`config.mk`:
```
export PLATFORM = sky130hd
export DESIGN_NAME = mfu_page_replacement
export DESIGN_NICKNAME = d
export VERILOG_FILES = /design/src/sv/mfu_pkg.sv /design/src/sv/mfu_cell.sv /design/src/sv/mfu_ctrl.sv /design/src/sv/mfu_page_replacement.sv
export SDC_FILE = /design/constraint.sdc
export NUM_CORES = 2
export LEC_CHECK = 0
export ABC_AREA = 1
export BUFFER_PORTS_ARGS = -buffer_cell sky130_fd_sc_hd__buf_2
export CAP_MARGIN = 10
export CORE_ASPECT_RATIO = 0.75
export CORE_MARGIN = 1.5
export CORE_UTILIZATION = 23
export DETAILED_ROUTE_END_ITERATION = 6
export PLACE_DENSITY = 0.36
export SYNTH_ARGS = -nofsm -noshare
export SYNTH_HDL_FRONTEND = slang
export SYNTH_HIERARCHICAL = 1
export SYNTH_SLANG_ARGS = --single-unit
```
`constraint.sdc`:
```
create_clock -name clock -period 6.5 [get_ports clock]
set_clock_uncertainty 0.15 [all_clocks]
set_input_delay 0.325 -clock clock [delete_from_list [all_inputs] [get_ports clock]]
set_output_delay 0.325 -clock clock [all_outputs]
set_load 0.1 [all_outputs]
```
`src/sv/mfu_pkg.sv`:
```
// ----------------------------------------------------------------------------
// MFU page replacement package
// Shared constants, handshake structs and the controller state type.
// ----------------------------------------------------------------------------
package mfu_pkg;

   // Fixed port widths and the width of the frame limit compare.
   localparam int PAGE_NUM_W  = 16;
   localparam int FRAME_IDX_W = 4;
   localparam int FAULT_W     = 16;
   localparam int CFG_W       = 5;
   localparam int LIM_W       = 7;

   localparam logic [CFG_W-1:0]   CFG_RESET = 5'd16;
   localparam logic [FAULT_W-1:0] FAULT_MAX = '1;

   // Flags that travel with the search word along the row of cells.
   typedef struct packed {
      logic valid;
      logic hit;
      logic empty;
      logic max_seen;
   } scan_flags_type;

   // Write command broadcast to the cells after a search completes.
   typedef struct packed {
      logic en;
      logic insert;
   } upd_cmd_type;

   typedef enum logic [1:0] {
      ST_IDLE,
      ST_SCAN,
      ST_WRITE
   } state_type;

endpackage

```
`src/sv/mfu_cell.sv`:
```
// ----------------------------------------------------------------------------
// MFU frame cell
// Holds one frame and folds it into the search word that passes by.
// ----------------------------------------------------------------------------
module mfu_cell #(
   parameter int PAGE_BITS  = 16,
   parameter int COUNT_BITS = 16,
   parameter int IDX_W      = 4,
   parameter int CELL_INDEX = 0
) (
   input  logic                    clock,
   input  logic                    reset,
   input  logic                    active,
   input  mfu_pkg::scan_flags_type flags_in,
   input  logic [PAGE_BITS-1:0]    page_in,
   input  logic [IDX_W-1:0]        hit_idx_in,
   input  logic [IDX_W-1:0]        empty_idx_in,
   input  logic [IDX_W-1:0]        max_idx_in,
   input  logic [COUNT_BITS-1:0]   max_count_in,
   input  logic [PAGE_BITS-1:0]    max_page_in,
   output mfu_pkg::scan_flags_type flags_out,
   output logic [PAGE_BITS-1:0]    page_out,
   output logic [IDX_W-1:0]        hit_idx_out,
   output logic [IDX_W-1:0]        empty_idx_out,
   output logic [IDX_W-1:0]        max_idx_out,
   output logic [COUNT_BITS-1:0]   max_count_out,
   output logic [PAGE_BITS-1:0]    max_page_out,
   input  mfu_pkg::upd_cmd_type    upd,
   input  logic [IDX_W-1:0]        upd_idx,
   input  logic [PAGE_BITS-1:0]    upd_page
);

   localparam logic [IDX_W-1:0] MY_IDX = IDX_W'(CELL_INDEX);

   logic                  valid_ff;
   logic [PAGE_BITS-1:0]  page_ff;
   logic [COUNT_BITS-1:0] count_ff;

   mfu_pkg::scan_flags_type flags_ff, flags_in_nxt;
   logic [PAGE_BITS-1:0]    page_out_ff, max_page_ff, max_page_in_nxt;
   logic [IDX_W-1:0]        hit_idx_ff, empty_idx_ff, max_idx_ff;
   logic [IDX_W-1:0]        hit_idx_in_nxt, empty_idx_in_nxt, max_idx_in_nxt;
   logic [COUNT_BITS-1:0]   max_count_ff, max_count_in_nxt;
   logic                    match, take_max;

   // Fold this frame into the passing search word.
   always_comb begin
      match    = active && valid_ff && (page_ff == page_in);
      take_max = active && (!flags_in.max_seen || (count_ff > max_count_in));

      flags_in_nxt     = flags_in;
      hit_idx_in_nxt   = hit_idx_in;
      empty_idx_in_nxt = empty_idx_in;
      max_idx_in_nxt   = max_idx_in;
      max_count_in_nxt = max_count_in;
      max_page_in_nxt  = max_page_in;

      if (!flags_in.hit && match) begin
         flags_in_nxt.hit = 1'b1;
         hit_idx_in_nxt   = MY_IDX;
      end
      if (!flags_in.empty && active && !valid_ff) begin
         flags_in_nxt.empty = 1'b1;
         empty_idx_in_nxt   = MY_IDX;
      end
      if (take_max) begin
         flags_in_nxt.max_seen = 1'b1;
         max_idx_in_nxt        = MY_IDX;
         max_count_in_nxt      = count_ff;
         max_page_in_nxt       = page_ff;
      end
   end

   // Hand the search word to the next cell; payload holds between words.
   always_ff @(posedge clock) begin
      if (reset) begin
         flags_ff.valid <= 1'b0;
      end else begin
         flags_ff.valid <= flags_in.valid;
      end
      if (flags_in.valid) begin
         flags_ff.hit      <= flags_in_nxt.hit;
         flags_ff.empty    <= flags_in_nxt.empty;
         flags_ff.max_seen <= flags_in_nxt.max_seen;
         page_out_ff       <= page_in;
         hit_idx_ff        <= hit_idx_in_nxt;
         empty_idx_ff      <= empty_idx_in_nxt;
         max_idx_ff        <= max_idx_in_nxt;
         max_count_ff      <= max_count_in_nxt;
         max_page_ff       <= max_page_in_nxt;
      end
   end

   // Frame contents: insert a new page or bump the use count.
   always_ff @(posedge clock) begin
      if (reset) begin
         valid_ff <= 1'b0;
      end else if (upd.en && (upd_idx == MY_IDX) && upd.insert) begin
         valid_ff <= 1'b1;
      end
      if (upd.en && (upd_idx == MY_IDX)) begin
         if (upd.insert) begin
            page_ff  <= upd_page;
            count_ff <= COUNT_BITS'(1);
         end else if (count_ff != '1) begin
            count_ff <= count_ff + COUNT_BITS'(1);
         end
      end
   end

   assign flags_out     = flags_ff;
   assign page_out      = page_out_ff;
   assign hit_idx_out   = hit_idx_ff;
   assign empty_idx_out = empty_idx_ff;
   assign max_idx_out   = max_idx_ff;
   assign max_count_out = max_count_ff;
   assign max_page_out  = max_page_ff;

endmodule

```
`src/sv/mfu_ctrl.sv`:
```
// ----------------------------------------------------------------------------
// MFU controller
// Launches searches, picks the frame to write and holds the result word.
// ----------------------------------------------------------------------------
module mfu_ctrl #(
   parameter int PAGE_BITS = 16,
   parameter int IDX_W     = 4
) (
   input  logic                    clock,
   input  logic                    reset,
   input  logic                    req_valid,
   output logic                    req_ready,
   output logic                    launch,
   input  mfu_pkg::scan_flags_type tail_flags,
   input  logic [IDX_W-1:0]        tail_hit_idx,
   input  logic [IDX_W-1:0]        tail_empty_idx,
   input  logic [IDX_W-1:0]        tail_max_idx,
   input  logic [PAGE_BITS-1:0]    tail_max_page,
   output mfu_pkg::upd_cmd_type    upd,
   output logic [IDX_W-1:0]        upd_idx,
   output logic                    rsp_valid,
   input  logic                    rsp_ready,
   output logic                    rsp_hit,
   output logic [mfu_pkg::FRAME_IDX_W-1:0] rsp_frame_index,
   output logic                    rsp_evicted_valid,
   output logic [mfu_pkg::PAGE_NUM_W-1:0]  rsp_evicted_page,
   output logic [mfu_pkg::FAULT_W-1:0]     rsp_fault_total
);

   mfu_pkg::state_type state_ff, state_in;

   logic                           rsp_valid_ff;
   logic                           rsp_hit_ff;
   logic [mfu_pkg::FRAME_IDX_W-1:0] rsp_frame_ff;
   logic                           rsp_ev_valid_ff;
   logic [mfu_pkg::PAGE_NUM_W-1:0] rsp_ev_page_ff;
   logic [mfu_pkg::FAULT_W-1:0]    faults_ff, faults_in;
   logic                           out_free;
   logic [IDX_W-1:0]               slot;
   logic                           ev_valid;

   assign out_free = !rsp_valid_ff || rsp_ready;

   // Next state.
   always_comb begin
      state_in = state_ff;
      unique case (state_ff)
         mfu_pkg::ST_IDLE:  if (req_valid) state_in = mfu_pkg::ST_SCAN;
         mfu_pkg::ST_SCAN:  if (tail_flags.valid) state_in = mfu_pkg::ST_WRITE;
         mfu_pkg::ST_WRITE: if (out_free) state_in = mfu_pkg::ST_IDLE;
         default:           state_in = mfu_pkg::ST_IDLE;
      endcase
   end

   // State outputs.
   always_comb begin
      req_ready  = 1'b0;
      launch     = 1'b0;
      upd.en     = 1'b0;
      upd.insert = !tail_flags.hit;
      unique case (state_ff)
         mfu_pkg::ST_IDLE: begin
            req_ready = 1'b1;
            launch    = req_valid;
         end
         mfu_pkg::ST_SCAN: begin
         end
         mfu_pkg::ST_WRITE: begin
            upd.en = out_free;
         end
         default: begin
         end
      endcase
   end

   // Pick the frame: hit, else first empty, else the most used.
   always_comb begin
      ev_valid = 1'b0;
      if (tail_flags.hit) begin
         slot = tail_hit_idx;
      end else if (tail_flags.empty) begin
         slot = tail_empty_idx;
      end else begin
         slot     = tail_max_idx;
         ev_valid = 1'b1;
      end
      upd_idx = slot;
   end

   // Fault total saturates.
   always_comb begin
      faults_in = faults_ff;
      if (!tail_flags.hit && (faults_ff != mfu_pkg::FAULT_MAX)) begin
         faults_in = faults_ff + mfu_pkg::FAULT_W'(1);
      end
   end

   always_ff @(posedge clock) begin
      if (reset) begin
         state_ff     <= mfu_pkg::ST_IDLE;
         rsp_valid_ff <= 1'b0;
         faults_ff    <= '0;
      end else begin
         state_ff <= state_in;
         if (upd.en) begin
            rsp_valid_ff <= 1'b1;
            faults_ff    <= faults_in;
         end else if (rsp_ready) begin
            rsp_valid_ff <= 1'b0;
         end
      end
   end

   // Result word register.
   always_ff @(posedge clock) begin
      if (upd.en) begin
         rsp_hit_ff      <= tail_flags.hit;
         rsp_frame_ff    <= mfu_pkg::FRAME_IDX_W'(slot);
         rsp_ev_valid_ff <= ev_valid;
         rsp_ev_page_ff  <= ev_valid ? mfu_pkg::PAGE_NUM_W'(tail_max_page) : '0;
      end
   end

   assign rsp_valid         = rsp_valid_ff;
   assign rsp_hit           = rsp_hit_ff;
   assign rsp_frame_index   = rsp_frame_ff;
   assign rsp_evicted_valid = rsp_ev_valid_ff;
   assign rsp_evicted_page  = rsp_ev_page_ff;
   assign rsp_fault_total   = faults_ff;

   // A search word only leaves the row while the controller waits for it.
   a_tail_in_scan: assert property (@(posedge clock) disable iff (reset)
      tail_flags.valid |-> state_ff == mfu_pkg::ST_SCAN)
      else $error("search word left the row outside of a scan");

   // An accepted word starts a scan in the next cycle.
   a_accept_scan: assert property (@(posedge clock) disable iff (reset)
      (req_valid && req_ready) |=> state_ff == mfu_pkg::ST_SCAN)
      else $error("accepted word did not start a scan");

   // The fault total never goes down.
   a_fault_mono: assert property (@(posedge clock) disable iff (reset)
      1'b1 |=> faults_ff >= $past(faults_ff))
      else $error("fault total decreased");

   // A write may not be issued while a result still waits unread.
   a_no_overwrite: assert property (@(posedge clock) disable iff (reset)
      upd.en |-> (!rsp_valid_ff || rsp_ready))
      else $error("result overwritten before it was taken");

endmodule

```
`src/sv/mfu_page_replacement.sv`:
```
// ----------------------------------------------------------------------------
// MFU page replacement
// Most-frequently-used page frame manager built as a row of frame cells.
// ----------------------------------------------------------------------------
// Usage:
//   req_* carries one page reference per word (valid/ready). rsp_* returns
//   one word per reference: hit flag, frame index, evicted page and the
//   saturating fault total. csr_* writes frames_in_use; it is always ready
//   and should be written only while no reference is outstanding.
// Timing:
//   A search word walks the row of NUM_FRAMES cells one cell per cycle;
//   the last cell hands it to the controller, whose write step registers
//   the result word. One reference is in flight at a time, so a new
//   reference is taken only once the previous one has left the write
//   step. The result register lets the next reference be taken while
//   the previous result is still waiting.
// Reset and stalls:
//   Reset empties all frames, clears the fault total and sets
//   frames_in_use to 16; no clearing pass is needed. If rsp_ready stays
//   low, the finished search waits in the write step until the result
//   register frees up, and no new reference is accepted in the meantime.
// ----------------------------------------------------------------------------
module mfu_page_replacement #(
   parameter int NUM_FRAMES = 16,
   parameter int PAGE_BITS  = 16,
   parameter int COUNT_BITS = 16
) (
   input  logic                              clock,
   input  logic                              reset,
   input  logic                              csr_valid,
   output logic                              csr_ready,
   input  logic [mfu_pkg::CFG_W-1:0]         csr_frames_in_use,
   input  logic                              req_valid,
   output logic                              req_ready,
   input  logic [mfu_pkg::PAGE_NUM_W-1:0]    req_page_number,
   output logic                              rsp_valid,
   input  logic                              rsp_ready,
   output logic                              rsp_hit,
   output logic [mfu_pkg::FRAME_IDX_W-1:0]   rsp_frame_index,
   output logic                              rsp_evicted_valid,
   output logic [mfu_pkg::PAGE_NUM_W-1:0]    rsp_evicted_page,
   output logic [mfu_pkg::FAULT_W-1:0]       rsp_fault_total
);

   localparam int IDX_W = (NUM_FRAMES > 1) ? $clog2(NUM_FRAMES) : 1;

   logic [mfu_pkg::CFG_W-1:0] frames_ff;
   logic [NUM_FRAMES-1:0]     active;
   logic                      launch;
   mfu_pkg::upd_cmd_type      upd;
   logic [IDX_W-1:0]          upd_idx;

   mfu_pkg::scan_flags_type   flags_c     [NUM_FRAMES+1];
   logic [PAGE_BITS-1:0]      page_c      [NUM_FRAMES+1];
   logic [IDX_W-1:0]          hit_idx_c   [NUM_FRAMES+1];
   logic [IDX_W-1:0]          empty_idx_c [NUM_FRAMES+1];
   logic [IDX_W-1:0]          max_idx_c   [NUM_FRAMES+1];
   logic [COUNT_BITS-1:0]     max_count_c [NUM_FRAMES+1];
   logic [PAGE_BITS-1:0]      max_page_c  [NUM_FRAMES+1];

   // Configuration register.
   assign csr_ready = 1'b1;

   always_ff @(posedge clock) begin
      if (reset) begin
         frames_ff <= mfu_pkg::CFG_RESET;
      end else if (csr_valid) begin
         frames_ff <= csr_frames_in_use;
      end
   end

   // Head of the row: a fresh search word.
   assign flags_c[0]     = '{valid: launch, default: 1'b0};
   assign page_c[0]      = PAGE_BITS'(req_page_number);
   assign hit_idx_c[0]   = '0;
   assign empty_idx_c[0] = '0;
   assign max_idx_c[0]   = '0;
   assign max_count_c[0] = '0;
   assign max_page_c[0]  = '0;

   // Row of frame cells; a zero setting acts as one frame.
   for (genvar i = 0; i < NUM_FRAMES; i++) begin : g_cell
      assign active[i] = (frames_ff == '0) ? (i == 0) :
                         (mfu_pkg::LIM_W'(i) < mfu_pkg::LIM_W'(frames_ff));

      mfu_cell #(
         .PAGE_BITS  (PAGE_BITS),
         .COUNT_BITS (COUNT_BITS),
         .IDX_W      (IDX_W),
         .CELL_INDEX (i)
      ) u_cell (
         .clock         (clock),
         .reset         (reset),
         .active        (active[i]),
         .flags_in      (flags_c[i]),
         .page_in       (page_c[i]),
         .hit_idx_in    (hit_idx_c[i]),
         .empty_idx_in  (empty_idx_c[i]),
         .max_idx_in    (max_idx_c[i]),
         .max_count_in  (max_count_c[i]),
         .max_page_in   (max_page_c[i]),
         .flags_out     (flags_c[i+1]),
         .page_out      (page_c[i+1]),
         .hit_idx_out   (hit_idx_c[i+1]),
         .empty_idx_out (empty_idx_c[i+1]),
         .max_idx_out   (max_idx_c[i+1]),
         .max_count_out (max_count_c[i+1]),
         .max_page_out  (max_page_c[i+1]),
         .upd           (upd),
         .upd_idx       (upd_idx),
         .upd_page      (page_c[NUM_FRAMES])
      );
   end

   // Controller at the tail of the row.
   mfu_ctrl #(
      .PAGE_BITS (PAGE_BITS),
      .IDX_W     (IDX_W)
   ) u_ctrl (
      .clock             (clock),
      .reset             (reset),
      .req_valid         (req_valid),
      .req_ready         (req_ready),
      .launch            (launch),
      .tail_flags        (flags_c[NUM_FRAMES]),
      .tail_hit_idx      (hit_idx_c[NUM_FRAMES]),
      .tail_empty_idx    (empty_idx_c[NUM_FRAMES]),
      .tail_max_idx      (max_idx_c[NUM_FRAMES]),
      .tail_max_page     (max_page_c[NUM_FRAMES]),
      .upd               (upd),
      .upd_idx           (upd_idx),
      .rsp_valid         (rsp_valid),
      .rsp_ready         (rsp_ready),
      .rsp_hit           (rsp_hit),
      .rsp_frame_index   (rsp_frame_index),
      .rsp_evicted_valid (rsp_evicted_valid),
      .rsp_evicted_page  (rsp_evicted_page),
      .rsp_fault_total   (rsp_fault_total)
   );

endmodule
```
==> impl_metrics.py <==
metrics = {
    "setup_path": {
        "crit-reg2reg-launch": "g_cell[15].u_cell/flags_out[2]",
        "worstRegToRegCells": 9,
        "setup.reg_to_reg.worst_slack_ns": 2.77,
        "setup.worst_path.start": "g_cell[15].u_cell/flags_out[2]",
        "cp_startpoint_kind": "flop",
        "crit_path_required_time_ns": 6.85,
        "critical_path.max_fanout": 48,
        "timing_worst_setup_path_type": "reg2reg",
        "timing.critical_path.to_type": "flop",
        "arrival_ns": 4.08,
    },
    "pwr": {
        "p_per_area_nw_per_um2": 252.2,
        "comb_power_share_pct": 3.0,
        "leakage_nw": 34.25,
        "clock_power_share_pct": 45.4,
        "switching_share_of_power_pct": 22.01,
        "cell_internal_pwr_mw": 16.98,
        "power.sequential.fraction_pct": 51.5,
        "netSwitchingPower_mw": 4.791,
        "max-vdd-ir-drop_uv": 195.5,
    },
    "clock_tree": {
        "num_cts_buffers": 175,
        "cts_tree": "built",
        "htree_levels": 4,
        "clock_latency_ns": 0.86,
        "clock_sink_count": 1581,
        "max-clock-path-buffers": 4,
        "clock_transition_time_at_the_flip_flop_clock_pins_of_the_worst_setup_and_hold_paths_ns": 0.06,
        "cts.root.buffer_cell": "sky130_fd_sc_hd__clkbuf_16",
    },
    "detailed_routing": {
        "drt_iter0_drc": 3756,
        "route.detailed.vias_per_inst": 4.219,
        "remaining_antenna_violation_count": 0,
        "via_count": 49660,
        "post-route-drc-count": 0,
        "routedWlPerCell_um": 18.85,
        "wl_mm": 221.9,
        "drt_pre_antenna_iters": 6,
    },
    "finish": {
        "final_core_area_utilization_pct": 26.58,
        "postLayoutCellArea_um2": 86320,
        "layout_cell_share_with_drive_strength_beyond_1_pct": 9.479,
        "fill_cells": 34210,
        "areaGrowthSynthToFinish_pct": 14.82,
        "nNetsFinal": 7638,
    },
    "floorplanning": {
        "io_count": 67,
        "initial_core_util_pct": 23.15,
        "core.rowCount": 181,
        "die-height_um": 498.1,
        "core_um2": 324800,
        "die_area_um2": 330300,
        "floorplan.die.width_um": 663.2,
    },
    "sta": {
        "report.final.setup_viol": 0,
        "setup_repair_after_global_routing_missed_its_margin": "no",
        "hold_violations": 0,
        "timing.max_slew.rel_slack_pct": 33.07,
        "worst_pin_slew_ns": 1.004,
        "timing.setup.tns_ns": 0,
        "period_needed_ns": 3.730,
        "hold_slack_ns": 0.1073,
        "maxSlewViolCount": 0,
        "max_clock_freq_ghz": 0.2681,
        "ratio_of_final_minimum_period_to_clock_period_pct": 57.39,
    },
    "global_route": {
        "first_global_vias": 48360,
        "track_usage_pct": 13.16,
        "sum_of_overflow_across_all_layers_after_global_routing": 0,
        "maximum_number_of_pins_on_one_net_before_global_route_repair": 65,
        "wire_length_of_the_first_global_routing_pass_mm": 327.5,
        "grt_antenna_before_repair": 19,
    },
    "min_path": {
        "holdPathStages": 2,
        "hold_path.startpoint": "req_page_number[6]",
        "holdCritPathClass": "in2reg",
    },
    "synth": {
        "yosys_warnings": 6,
        "synthesis.area_per_instance_um2": 10.58,
        "synth_area_um2": 75180,
        "post_synth_inst_count": 7108,
    },
    "place": {
        "placement.cell_area_um2": 80580,
        "gpl.final_weighted_congestion": 0.7942,
        "place.port_buffers": 65,
        "post-dp-hpwl_mm": 157.4,
    },
    "job": {
        "cap_violations": 0,
    },
    "status": {
        "status": "finished, final reports clean",
    },
}
## layout by cell type (no fill, tap or decap), drive strengths merged, types with 136 or more instances in the layout
cell	n
nand3	692
inv	936
edfxtp	1525
clkbuf	228
o21ai	148
a21oi	290
buf	152
nor3	136
ha	273
nand2	1891
nor2	466
## flip-flops by register name, indices dropped and copies added (netlist names), 63 cells and up
register and count:
g_cell.u_cell/max_idx_out 64, g_cell.u_cell/hit_idx_out 64, g_cell.u_cell/flags_out 63, g_cell.u_cell/empty_idx_out 64
g_cell.u_cell/page_out 256, g_cell.u_cell/max_count_out 240, g_cell.u_cell/page_ff 256, g_cell.u_cell/count_ff 256
g_cell.u_cell/max_page_out 256
## final cells by class
cell class / instances / area (µm²) / share of cell area, %
flip-flops and latches: 1581 / 46930 / 54.37
well taps: 4300 / 5380 / 6.233
repair buffers: 177 / 1256 / 1.455
clock inverters: 79 / 762.0 / 0.8827
inverters: 943 / 3550 / 4.112
diodes: 2 / 5.005 / 0.005798
multi-input cells: 4461 / 23740 / 27.50
clock buffers: 228 / 4701 / 5.446
## worst max-delay path, stage by stage, from the launching register on
cell,delay (ns)
sky130_fd_sc_hd__edfxtp_1,0.51
sky130_fd_sc_hd__inv_6,0.50
sky130_fd_sc_hd__nor2_1,0.14
sky130_fd_sc_hd__a21oi_2,0.26
sky130_fd_sc_hd__buf_4,0.35
sky130_fd_sc_hd__inv_1,0.08
sky130_fd_sc_hd__nor4_1,0.65
sky130_fd_sc_hd__inv_1,0.22
sky130_fd_sc_hd__a21oi_1,0.18
sky130_fd_sc_hd__buf_4,0.27
## power by group through the flow
stage	registers, mW	logic, mW	clock network [mW]
2_1_floorplan	11.4	0.448	0
3_3_place_gp	11.4	0.656	0
3_5_place_dp	11.4	0.658	0
4_1_cts	11.2	0.673	10.3
5_1_grt	11.2	0.755	10.6
6_report	11.2	0.664	9.89
## timing repair
| action | CTS | global route |
|---|---|---|
| endpoints found under the hold margin | 38 | 0 |
| hold buffers | 25 | 0 |
| resized for setup | 0 | 0 |
| buffers inserted | 0 | 0 |
## layer usage
layer / vias up / routed length (µm) / GRT usage, %
li1: 24330 / - / -
met1: 24230 / 109700 / 19.25
met2: 863 / 97740 / 20.36
met3: 233 / 9939 / 2.161
met4: 2 / 4496 / 2.749
met5: - / 13 / 0
## path summary, 6_finish.rpt
| path | end |
|---|---|
| max | g_cell[5].u_cell/count_ff[2] |
| min | g_cell[0].u_cell/page_out[6] |
| max reg2reg | g_cell[5].u_cell/count_ff[2] |
| min reg2reg | g_cell[3].u_cell/page_out[9] |
## stage by stage
| stage | setup slack, ns | std cells | power (mW) |
|---|---|---|---|
| floorplan | 2.837 | 7175 | 11.87 |
| CTS | 2.570 | 11770 | 22.16 |
| global placement | 2.410 | 11440 | 12.09 |
| detailed placement | 2.582 | 11440 | 12.09 |
| global route | 2.517 | 11770 | 22.60 |
| finish | 2.770 | 11770 | 21.77 |
Note: power is estimated with default switching activity, not from simulation.
